===== src/sv/slc_pkg.sv =====
// ----------------------------------------------------------------------------
// slc_pkg - shared definitions for the LRU cache tracker
// Field widths, configuration register indexes, reset values and the
// sequencer state type used across the tracker's modules.
// ----------------------------------------------------------------------------
`default_nettype none

package slc_pkg;

	localparam int DEF_MAX_SET_BITS = 8;
	localparam int DEF_WAYS         = 8;
	localparam int DEF_COUNT_WIDTH  = 48;

	localparam int ADDR_W  = 64;
	localparam int TAG_W   = 64;
	localparam int TOTAL_W = 48;
	localparam int DIRTY_W = 12;

	localparam logic [TOTAL_W-1:0] TOTAL_MAX = '1;

	// Configuration port
	localparam int CFG_IDX_W  = 2;
	localparam int CFG_DATA_W = 6;

	localparam logic [CFG_IDX_W-1:0] REG_SET_BITS   = 2'd0;
	localparam logic [CFG_IDX_W-1:0] REG_WAYS_USED  = 2'd1;
	localparam logic [CFG_IDX_W-1:0] REG_BLOCK_BITS = 2'd2;

	localparam logic [3:0] RST_SET_BITS   = 4'd4;
	localparam logic [3:0] RST_WAYS_USED  = 4'd1;
	localparam logic [5:0] RST_BLOCK_BITS = 6'd4;

	localparam logic REQ_LOAD  = 1'b0;
	localparam logic REQ_STORE = 1'b1;

	typedef struct packed {
		logic valid;
		logic dirty;
	} line_flags_t;

	// Outcome of one set scan, as the commit step needs it.
	typedef struct packed {
		logic hit;
		logic evict;
		logic old_dirty;
	} scan_result_t;

	typedef enum logic [2:0] {
		S_IDLE,
		S_SHIFT_B,
		S_SHIFT_S,
		S_READ,
		S_CMP,
		S_COMMIT
	} state_t;

endpackage

`default_nettype wire


===== src/sv/slc_way_scan.sv =====
// ----------------------------------------------------------------------------
// slc_way_scan - shared way compare unit
// Compares one way per step against the lookup tag and tracks the hit way,
// the first free way and the least recently used way of the set.
// ----------------------------------------------------------------------------
`default_nettype none

module slc_way_scan #(
	parameter int WAY_W   = 3,
	parameter int STAMP_W = 48
) (
	input  wire logic                      clk,
	input  wire logic                      arst_n,
	input  wire logic                      start,
	input  wire logic                      cmp_en,
	input  wire logic [WAY_W-1:0]          way,
	input  wire slc_pkg::line_flags_t      rd_flags,
	input  wire logic [slc_pkg::TAG_W-1:0] rd_tag,
	input  wire logic [STAMP_W-1:0]        rd_stamp,
	input  wire logic [slc_pkg::TAG_W-1:0] tag,
	output logic                           hit_now,
	output slc_pkg::scan_result_t          result,
	output logic [WAY_W-1:0]               target_way
);

	logic               hit_q;
	logic               hit_dirty_q;
	logic [WAY_W-1:0]   hit_way_q;
	logic               free_q;
	logic [WAY_W-1:0]   free_way_q;
	logic [WAY_W-1:0]   victim_way_q;
	logic               victim_dirty_q;
	logic [STAMP_W-1:0] min_stamp_q;
	logic               older;

	assign hit_now = rd_flags.valid && (rd_tag == tag);

	// Strict less-than keeps the lowest way on equal stamps.
	assign older = (way == '0) || (rd_stamp < min_stamp_q);

	always_ff @(posedge clk or negedge arst_n) begin
		if (!arst_n) begin
			hit_q  <= 1'b0;
			free_q <= 1'b0;
		end else if (start) begin
			hit_q  <= 1'b0;
			free_q <= 1'b0;
		end else if (cmp_en) begin
			if (hit_now) begin
				hit_q <= 1'b1;
			end
			if (!rd_flags.valid && !free_q) begin
				free_q <= 1'b1;
			end
		end
	end

	always_ff @(posedge clk) begin
		if (cmp_en) begin
			if (hit_now) begin
				hit_way_q   <= way;
				hit_dirty_q <= rd_flags.dirty;
			end
			if (!rd_flags.valid && !free_q) begin
				free_way_q <= way;
			end
			if (rd_flags.valid && older) begin
				min_stamp_q    <= rd_stamp;
				victim_way_q   <= way;
				victim_dirty_q <= rd_flags.dirty;
			end
		end
	end

	always_comb begin
		result.hit       = hit_q;
		result.evict     = !hit_q && !free_q;
		result.old_dirty = 1'b0;
		target_way       = free_way_q;
		if (hit_q) begin
			result.old_dirty = hit_dirty_q;
			target_way       = hit_way_q;
		end else if (!free_q) begin
			result.old_dirty = victim_dirty_q;
			target_way       = victim_way_q;
		end
	end

endmodule

`default_nettype wire


===== config.mk =====
export PLATFORM = sky130hd
export DESIGN_NAME = slc_way_scan
export DESIGN_NICKNAME = d
export VERILOG_FILES = /design/src/sv/slc_pkg.sv /design/src/sv/slc_way_scan.sv
export SDC_FILE = /design/constraint.sdc
export NUM_CORES = 1
export LEC_CHECK = 0
export ABC_AREA = 1
export BUFFER_PORTS_ARGS = -buffer_cell sky130_fd_sc_hd__buf_4
export CAP_MARGIN = 20
export CORE_MARGIN = 3
export CORE_UTILIZATION = 51
export CTS_BUF_LIST = sky130_fd_sc_hd__clkbuf_4
export DETAILED_ROUTE_END_ITERATION = 10
export PLACE_DENSITY = 0.83
export SYNTH_ARGS = -nofsm -noshare
export SYNTH_HDL_FRONTEND = slang
export SYNTH_SLANG_ARGS = --single-unit
export TNS_END_PERCENT = 20

===== constraint.sdc =====
create_clock -name clk -period 4.78 [get_ports clk]
set_input_delay 0.717 -clock clk [delete_from_list [all_inputs] [get_ports clk]]
set_output_delay 0.717 -clock clk [all_outputs]
set_load 0.005 [all_outputs]

# --- Word-level counts from Yosys, hierarchy flattened ---
# Index checks and enable logic that the tools add are counted.
word_totals:
  reg_bits: 61
  inputBits: 185
  output_inout_bits: 7
  elab_cells: 37
classes:
  magnitude_cmp: 1
  n_eq_ne: 1
  mux: 10
  n_reduce_logical: 17
op_table:
  columns: ["op", "n"]
  rows:
  - ["equality test 64 bit", 1]
  - ["less-than comparator 48 bit", 1]
  - ["AND reduction 2 bit", 5]
  - ["two-way mux 1 bit", 8]
  - ["two-way mux 3 bit", 2]
  - ["nonzero test 2 bit", 3]
  - ["logical AND 1 bit", 4]
  - ["logical NOT 1 bit", 3]
  - ["logical NOT 3 bit", 1]
  - ["logical OR 1 bit", 1]

# --- Longest topological paths before layout ---
# Gate-level depths: netlist of the first run.
depth:
  ltp_word: 5
  ltp_mapped: 13
  ltp_nobuf: 13

# --- Worst setup path before layout of the first run ---
# OpenSTA, ideal clock, no wires.
synth_path:
  path_type: "input -> register"
  startpoint: "in rd_stamp[31]"
  endpoint: "reg min_stamp_q[0], enable pin"
  setup_time_ps: 479
  arrival_ps: 4092
  required_ps: 4301
  path_slack_ps: 210
  stages: 9
  path_buffers: 0
  path_cell_list: "ha_1 > a21o_1 > nor2_1 > nand2_1 > nand2_1 > nand3_1 > nor2_1 > nand2_1 > a21oi_1"
synth_between:
  elab_chain_cells: 4
synth_rtl:
  columns: ["item", "line", "rtl"]
  rows:
  - ["from (decl)", "slc_way_scan.sv:19", "input wire logic [STAMP_W-1:0] rd_stamp,"]
  - ["less-than comparator 48 bit", "slc_way_scan.sv:39", "assign older = (way == '0) || (rd_stamp < min_stamp_q);"]
  - ["logical OR 1 bit", "slc_way_scan.sv:39", null]
  - ["logical AND 1 bit", "slc_way_scan.sv:67", "if (rd_flags.valid && older) begin"]
  - ["AND reduction 2 bit (no line)", null, null]
  - ["to (signal assigned)", "slc_way_scan.sv:68", "min_stamp_q <= rd_stamp;"]
  - ["to (decl)", "slc_way_scan.sv:33", "logic [STAMP_W-1:0] min_stamp_q;"]
# No other way between the ends.
# A chain may end at the register's enable or synchronous reset.

# --- Final worst setup path of the first run ---
layout_path:
  startpoint: "in tag[54] in the netlist's numbering"
  endpoint: "out hit_now"
layout_between:
  elab_chain_cells: 2
layout_rtl:
  columns: ["item", "line", "rtl"]
  rows:
  - ["from (decl)", "slc_way_scan.sv:20", "input wire logic [slc_pkg::TAG_W-1:0] tag,"]
  - ["equality test 64 bit", "slc_way_scan.sv:36", "assign hit_now = rd_flags.valid && (rd_tag == tag);"]
  - ["logical AND 1 bit", "slc_way_scan.sv:36", null]
  - ["to (decl)", "slc_way_scan.sv:21", "output logic hit_now,"]
# No other way between the ends.

==> reports/qor.tcl, run 1 <==
set qor(outcome) {finished clean}
set qor(synthDominantAreaCellType) {sky130_fd_sc_hd__edfxtp_1}
set qor(most_used_standard_cell_by_instance_count_after_synthesis) {sky130_fd_sc_hd__nand2_1}
set qor(post-cts-setup-buffer-count) 0
set qor(final-max-slew-violation-count) 0
set qor(max-cap-violations) 0
set qor(critPathTopFamily) {simple AND/OR/NAND/NOR gates}
set qor(dr_pass1_iterations) 4
set qor(dieArea_um2) 10900
set qor(first_iter_violations) 236
set qor(hold_buffers) 0
set qor(mappedNetlistNets) 942
set qor(setup_slack_ns) 2.12
set qor(ys_ff_latch) 61
set qor(flow.area_growth_from_synthesis_pct) 35.6
set qor(ir_worst_vdd_mv) 0.130
set qor(path_buf_inv) 3
set qor(ctsHtreeMaxLevel) 3
set qor(yosysSeqAreaShare_pct) 36.9
set qor(worst_slew_pin_slew_ns) 0.389
set qor(viasPerCell) 4.88
set qor(report.final.hold_viol_count) 0
set qor(r2r_cells) 12
set qor(timing.hold.worst.class) {input port to asynchronous set/reset pin}
set qor(cts-resized-gates) 0
set qor(fin_nets) 1145
set qor(syn-cell-area_um2) 4940
set qor(cp_slowest_stage_delay_ns) 0.23
set qor(grt_use_total_pct) 27.8
set qor(fin_cells) 1047
set qor(p_leak_nw) 3.84
set qor(worstSetupStartpointType) {input port}
set qor(biggest_fanout_along_the_worst_timing_path) 2
set qor(place_congestion) 0.986
set qor(clock_sink_count) 61
set qor(grt_pass1_wl_mm) 24.1
set qor(timing.slew.headroom_pct) 73.9
set qor(worst_setup_hold_path_clk_slew_ns) 0.12
set qor(synth_area_leaders) {sky130_fd_sc_hd__edfxtp_1 36%, sky130_fd_sc_hd__nand2_1 18%, sky130_fd_sc_hd__inv_1 13%}
set qor(dominantRegCellSynth) {sky130_fd_sc_hd__edfxtp_1}
set qor(route.final.wire_length_mm) 15.1
set qor(setup-violations-final) 0
set qor(initial_utilization_pct) 52.9
set qor(timing.final.crit_period_ns) 2.66
set qor(layout-drive-gt1-share_pct) 24.7
set qor(end_kind) {output pin}
set qor(dpl_worst_slack_ns) 2.04
set qor(die_width_um) 104
set qor(ys_types) 30
set qor(syn_avg_cell_area_um2) 6.95
set qor(cts_tree) {built}
set qor(pwr_density_cell_nw_per_um2) 205
set qor(placed_cells_incl_taps) 1031
set qor(io_pins) 192
set qor(insertedDiodeCount) 0
set qor(fp-row-count) 35
set qor(yosysWarningCount) 0
set qor(clockRootBuffer) {sky130_fd_sc_hd__clkbuf_4}
set qor(crit_path_frequent_cell) {sky130_fd_sc_hd__buf_4}
set qor(slowest_cp_cell) {sky130_fd_sc_hd__xnor2_1}
set qor(crit_type) {input port to output pin}
set qor(placeableCoreArea_um2) 9330
set qor(critical_path_cell_sequence) {buf_4, xnor2_1, o21ai_1, nor3b_1, nand2_1, nor2_2, nand3_2, inv_1, buf_4}
set qor(grt_pass1_vias) 5235
set qor(number_of_antenna_violations_at_the_first_check_in_global_routing) 0
set qor(die_y_um) 104
set qor(routed-via-count) 5113
set qor(synth_largest_type_area_fraction_pct) 35.9
set qor(edff_count_synth) 59
set qor(synth_common_cells) {232 x sky130_fd_sc_hd__nand2_1, 171 x sky130_fd_sc_hd__inv_1, 86 x sky130_fd_sc_hd__nor2_1, 59 x sky130_fd_sc_hd__edfxtp_1, 47 x sky130_fd_sc_hd__ha_1}
set qor(worst-endpoint-required_ns) 4.06
set qor(postSynthCellCount) 710
set qor(final.setup.tns_ns) 0
set qor(period_share_pct) 55.6
set qor(detail_route.wl_per_cell_um) 14.5
set qor(grt_setup_unrepaired) {false}
set qor(clock_skew_ns) 0.0275
set qor(async_reset_ff_share_pct) 3.28
set qor(post-dp-hpwl_mm) 13.4
set qor(global_route.overflow_total) 0
set qor(achievable-frequency_ghz) 0.376
set qor(cts_max_path_buffers) 2
set qor(worst_skew_pair.late_latency_ns) 0.40
set qor(crit_arrival_ns) 1.94
set qor(worstSetupPathDepth) 9
set qor(detail-route-antenna-nets) 0
set qor(remaining_drc_errors) 0
set qor(io_buffers) 191
set qor(cts-buffers-inserted) 9
set qor(grt_start_max_net_pins) 29
## path summary, 6_finish.rpt
| path | startpoint | endpoint | slack (ns) |
|---|---|---|---|
| setup reg to reg | min_stamp_q[5]$_DFFE_PP_ | min_stamp_q[31]$_DFFE_PP_ | 2.51 |
| hold / removal | arst_n | hit_q$_DFFE_PN0P_ | 0.08 |
| min in group clk | start | hit_q$_DFFE_PN0P_ | 0.47 |
| hold reg to reg | free_q$_DFFE_PN0P_ | free_q$_DFFE_PN0P_ | 0.70 |
| setup / recovery | tag[54] | hit_now | 2.12 |
| max in group asynchronous | arst_n | free_q$_DFFE_PN0P_ | 4.61 |
## state kept, by name (all words and copies together), names as in the netlist
register and count:
hit_dirty_q 1, hit_way_q 3, hit_q 1, victim_dirty_q 1
min_stamp_q 48, free_q 1, free_way_q 3, victim_way_q 3
## stage by stage
stage	hold slack [ns]	power, mW	instance area (µm²)	utilization [%]
floorplan	0.421	0.805	4940	-
global placement	0.505	0.993	6550	70.2
detailed placement	0.507	1.01	6550	70.2
CTS	0.0599	1.38	6690	71.8
global route	0.0353	1.46	6690	71.8
finish	0.0778	1.37	6690	71.8
## layout by cell type (no fill, tap or decap), drive strengths merged
| master | instances |
|---|---|
| clkinvlp | 1 |
| clkinv | 3 |
| xnor2 | 10 |
| a21oi | 30 |
| or3 | 1 |
| bufinv | 1 |
| nor3b | 2 |
| nor3 | 6 |
| edfxtp | 59 |
| buf | 193 |
| nand3b | 3 |
| ha | 47 |
| nand2 | 234 |
| xor2 | 2 |
| a21o | 2 |
| nand4 | 13 |
| dfrtp | 2 |
| inv | 177 |
| or2 | 2 |
| nand3 | 15 |
| o22ai | 1 |
| o21ai | 14 |
| clkbuf | 9 |
| nor2 | 90 |
| a22o | 1 |
## logic make-up after synthesis
| family | count (synthesis) | synth area share [%] |
|---|---|---|
| simple gates | 366 | 30.5 |
| flops | 61 | 36.9 |
| buf+inv | 176 | 13.5 |
| fa+ha+maj | 47 | 11.9 |
| xor+xnor | 12 | 2.13 |
| compound gates | 48 | 5.07 |
## per-layer routing
layer  routed length (µm)  vias to the layer above  global-route usage, %
li1                     -                     2580                      -
met1                 6030                     2264                   32.3
met2                 7450                      207                   47.8
met3                  830                       62                   5.65
met4                  823                        0                   15.2
met5                    0                        -                      0
## power breakdown
| part | internal (mW) | switching (mW) | total, mW |
|---|---|---|---|
| combinational | 0.186 | 0.196 | 0.381 |
| sequential | 0.611 | 0.00593 | 0.617 |
| clock | 0.162 | 0.211 | 0.373 |
| total | 0.959 | 0.413 | 1.37 |
## final cells by class
cell class,count,area [µm²]
Fill cell,764,2640
Clock buffer,9,67.6
Inverter,175,657
Clock inverter,7,73.8
Timing Repair Buffer,193,1450
Tap cell,129,161
Multi-Input combinational cell,473,2460
Sequential cell,61,1820
Power figures use the tool's default switching activity.
==> inputs of run 2 (changes only) <==
--- a/config.mk
+++ b/config.mk
@@ -5,11 +5,11 @@
 export SDC_FILE = /design/constraint.sdc
 export NUM_CORES = 1
 export LEC_CHECK = 0
-export ABC_AREA = 1
+export ABC_AREA = 0
 export BUFFER_PORTS_ARGS = -buffer_cell sky130_fd_sc_hd__buf_4
 export CAP_MARGIN = 20
 export CORE_MARGIN = 3
-export CORE_UTILIZATION = 51
+export CORE_UTILIZATION = 48
 export CTS_BUF_LIST = sky130_fd_sc_hd__clkbuf_4
 export DETAILED_ROUTE_END_ITERATION = 10
 export PLACE_DENSITY = 0.83
==> constraint.sdc (replaced) <==
create_clock -name clk -period 2.7 [get_ports clk]
set_input_delay 0.405 -clock clk [delete_from_list [all_inputs] [get_ports clk]]
set_output_delay 0.405 -clock clk [all_outputs]
set_load 0.005 [all_outputs]
==> run 2 against run 1 <==
Against the previous run: first-iteration DRC count decreased by 31%; clock power grew 80%; die area shrank 14%; synthesized cell count fell by 48%; count of clock-buffer cells in the layout unchanged; critical endpoint is now victim_way_q[2]$_DFFE_PP_.
==> reports/qor.tcl, run 2 <==
set qor(outcome) {finished clean}
set qor(clock_skew_ns) 0.0195 ;# -0.00803 ns
set qor(synth_common_cells) {60 x sky130_fd_sc_hd__inv_1, 59 x sky130_fd_sc_hd__edfxtp_1, 47 x sky130_fd_sc_hd__ha_1, 47 x sky130_fd_sc_hd__xnor2_1, 19 x sky130_fd_sc_hd__a21oi_1}
set qor(worst_setup_hold_path_clk_slew_ns) 0.10 ;# -0.02 ns
set qor(cts-resized-gates) 0 ;# unchanged
set qor(biggest_fanout_along_the_worst_timing_path) 28 ;# +26
set qor(ctsHtreeMaxLevel) 3 ;# unchanged
set qor(post-cts-setup-buffer-count) 0 ;# unchanged
set qor(timing.final.crit_period_ns) 2.51
set qor(routed-via-count) 3476 ;# -32%
set qor(insertedDiodeCount) 0 ;# unchanged
set qor(route.final.wire_length_mm) 11.4 ;# -25%
set qor(ys_ff_latch) 61 ;# unchanged
set qor(syn-cell-area_um2) 3980 ;# -19%
set qor(period_share_pct) 93.1
set qor(flow.area_growth_from_synthesis_pct) 44.0
set qor(ir_worst_vdd_mv) 0.285 ;# +120%
set qor(yosysWarningCount) 0 ;# unchanged
set qor(end_kind) {flip-flop}
set qor(max-cap-violations) 0 ;# unchanged
set qor(worst_slew_pin_slew_ns) 0.418 ;# +0.0283 ns
set qor(grt_setup_unrepaired) {false}
set qor(mappedNetlistNets) 598 ;# -37%
set qor(setup-violations-final) 0 ;# unchanged
set qor(grt_pass1_vias) 3678 ;# -30%
set qor(layout.core_utilization_pct) 72.7 ;# +0.93 points
set qor(ys_types) 41 ;# +37%
set qor(dieArea_um2) 9420 ;# -14%
set qor(number_of_antenna_violations_at_the_first_check_in_global_routing) 0 ;# unchanged
set qor(layout-drive-gt1-share_pct) 36.6 ;# +12 points
set qor(fin_nets) 800 ;# -30%
set qor(die_width_um) 97.1 ;# -7.0%
set qor(p_leak_nw) 2.66 ;# -31%
set qor(first_iter_violations) 162 ;# -31%
set qor(dr_pass1_iterations) 4 ;# unchanged
set qor(crit_type) {flip-flop to flip-flop}
set qor(report.final.hold_viol_count) 0 ;# unchanged
set qor(grt_use_total_pct) 23.9 ;# -3.8 points
set qor(cts-buffers-inserted) 9 ;# unchanged
set qor(most_used_standard_cell_by_instance_count_after_synthesis) {sky130_fd_sc_hd__inv_1}
set qor(async_reset_ff_share_pct) 3.28 ;# unchanged
set qor(fp-row-count) 32 ;# -8.6%
set qor(syn_avg_cell_area_um2) 10.9 ;# +56%
set qor(synth_largest_type_area_fraction_pct) 44.5 ;# +8.6 points
set qor(pwr_density_cell_nw_per_um2) 406 ;# +98%
set qor(cts_max_path_buffers) 2 ;# unchanged
set qor(detail-route-antenna-nets) 0 ;# unchanged
set qor(crit_arrival_ns) 2.61 ;# +0.67 ns
set qor(placeableCoreArea_um2) 7890 ;# -15%
set qor(initial_utilization_pct) 50.5 ;# -2.5 points
set qor(grt_pass1_wl_mm) 17.7 ;# -26%
set qor(timing.slew.headroom_pct) 71.4 ;# -2.4 points
set qor(edff_count_synth) 59 ;# unchanged
set qor(synth_area_leaders) {sky130_fd_sc_hd__edfxtp_1 45%, sky130_fd_sc_hd__ha_1 15%, sky130_fd_sc_hd__xnor2_1 10%}
set qor(remaining_drc_errors) 0 ;# unchanged
set qor(clockRootBuffer) {sky130_fd_sc_hd__clkbuf_4}
set qor(postSynthCellCount) 366 ;# -48%
set qor(final-max-slew-violation-count) 0 ;# unchanged
set qor(clock_sink_count) 61 ;# unchanged
set qor(grt_start_max_net_pins) 29 ;# unchanged
set qor(final_common_cell) {sky130_fd_sc_hd__buf_4}
set qor(most_frequent_cells_in_the_layout) {191 x sky130_fd_sc_hd__buf_4, 60 x sky130_fd_sc_hd__inv_1, 59 x sky130_fd_sc_hd__edfxtp_1}
set qor(viasPerCell) 5.15 ;# +5.5%
set qor(worstSetupStartpointType) {flip-flop}
set qor(timing.hold.worst.class) {input port to flip-flop}
set qor(io_buffers) 191 ;# unchanged
set qor(place_congestion) 0.867 ;# -12%
set qor(die_y_um) 97.1 ;# -7.0%
set qor(register_ranked_first_by_flip_flop_count) {min_stamp_q}
set qor(post-dp-hpwl_mm) 9.61 ;# -28%
set qor(totalPowerFinal_mw) 2.33 ;# +70%
set qor(io_pins) 192 ;# unchanged
set qor(global_route.overflow_total) 0 ;# unchanged
set qor(achievable-frequency_ghz) 0.398
set qor(cts_tree) {built}
set qor(dominantRegCellSynth) {sky130_fd_sc_hd__edfxtp_1}
set qor(worst-endpoint-required_ns) 2.79 ;# -1.27 ns
set qor(final.setup.tns_ns) 0 ;# unchanged
set qor(yosysSeqAreaShare_pct) 45.8 ;# +8.9 points
set qor(detail_route.wl_per_cell_um) 16.8 ;# +16%
set qor(synthDominantAreaCellType) {sky130_fd_sc_hd__edfxtp_1}
set qor(largest_register_ff_count) 48 ;# unchanged
set qor(worst_skew_pair.late_latency_ns) 0.40 ;# about the same
-- run 2: kinds of logic (layout without fill, tap and decap cells) --
kind of cell    Yosys count  after routing  share of synthesized area (%)
simple gates             92             92                           13.2
buf+inv                  63            270                           6.03
flops                    61             61                           45.8
compound gates           53             53                           9.11
fa+ha+maj                47             47                           14.8
xor+xnor                 47             47                           10.3
mux                       3              3                          0.754
-- run 2: power by group --
part | switching (mW) | internal [mW]
Clock | 0.311 | 0.362
Sequential | 0.0125 | 1.09
Combinational | 0.229 | 0.323
Total | 0.552 | 1.77
-- run 2: layer usage --
layer / up-vias / GRT usage, % / wire, µm / part of all wire, %
met1: 1618 / 27.8 / 4400 / 39
met5: - / 0 / 0 / 0
met3: 19 / 6.89 / 715 / 6.3
met4: 0 / 4.86 / 174 / 1.5
met2: 122 / 43.9 / 6060 / 53
li1: 1717 / - / - / -
-- run 2: cell type report --
class / count / area [µm²]
multi-input cells: 242 / 1930
well taps: 102 / 128
clock inverters: 7 / 80.1
inverters: 60 / 225
clock buffers: 9 / 67.6
flip-flops and latches: 61 / 1820
fillers: 591 / 2150
repair buffers: 194 / 1480
-- run 2: final timing paths --
| kind | from | end | slack [ns] | depth (start not counted) |
|---|---|---|---|---|
| max in group asynchronous | arst_n | hit_q$_DFFE_PN0P_ | 2.25 | 2 |
| min | rd_stamp[33] | min_stamp_q[33]$_DFFE_PP_ | 0.18 | 1 |
| min in group asynchronous | arst_n | free_q$_DFFE_PN0P_ | 0.36 | 2 |
| max reg2reg | min_stamp_q[38]$_DFFE_PP_ | victim_way_q[2]$_DFFE_PP_ | 0.19 | 9 |
| min reg2reg | free_q$_DFFE_PN0P_ | free_q$_DFFE_PN0P_ | 0.71 | 2 |
| max | min_stamp_q[38]$_DFFE_PP_ | victim_way_q[2]$_DFFE_PP_ | 0.19 | 9 |
-- run 2: what timing repair did --
item,CTS,global route
endpoints found under the setup margin,0,0
endpoints found under the hold margin,2,0
hold buffers,1,0
-- run 2: critical path, stage by stage, from the launching register on --
cell	delay, ns
sky130_fd_sc_hd__edfxtp_1	0.38
sky130_fd_sc_hd__inv_1	0.07
sky130_fd_sc_hd__ha_1	0.25
sky130_fd_sc_hd__a21oi_1	0.17
sky130_fd_sc_hd__nand2_1	0.07
sky130_fd_sc_hd__a221o_1	0.35
sky130_fd_sc_hd__a211o_1	0.24
sky130_fd_sc_hd__a211oi_1	0.30
sky130_fd_sc_hd__a21o_4	0.20
sky130_fd_sc_hd__buf_12	0.19
-- run 2: stage by stage --
step	instance area (µm²)	hold slack (ns)	instances	setup slack, ns
floorplan	3990	0.109	366	0.151
global placement	5580	0.188	658	0.101
detailed placement	5580	0.189	658	0.0524
CTS	5730	0.167	675	0.202
global route	5730	0.144	675	0.0906
finish	5730	0.181	675	0.187
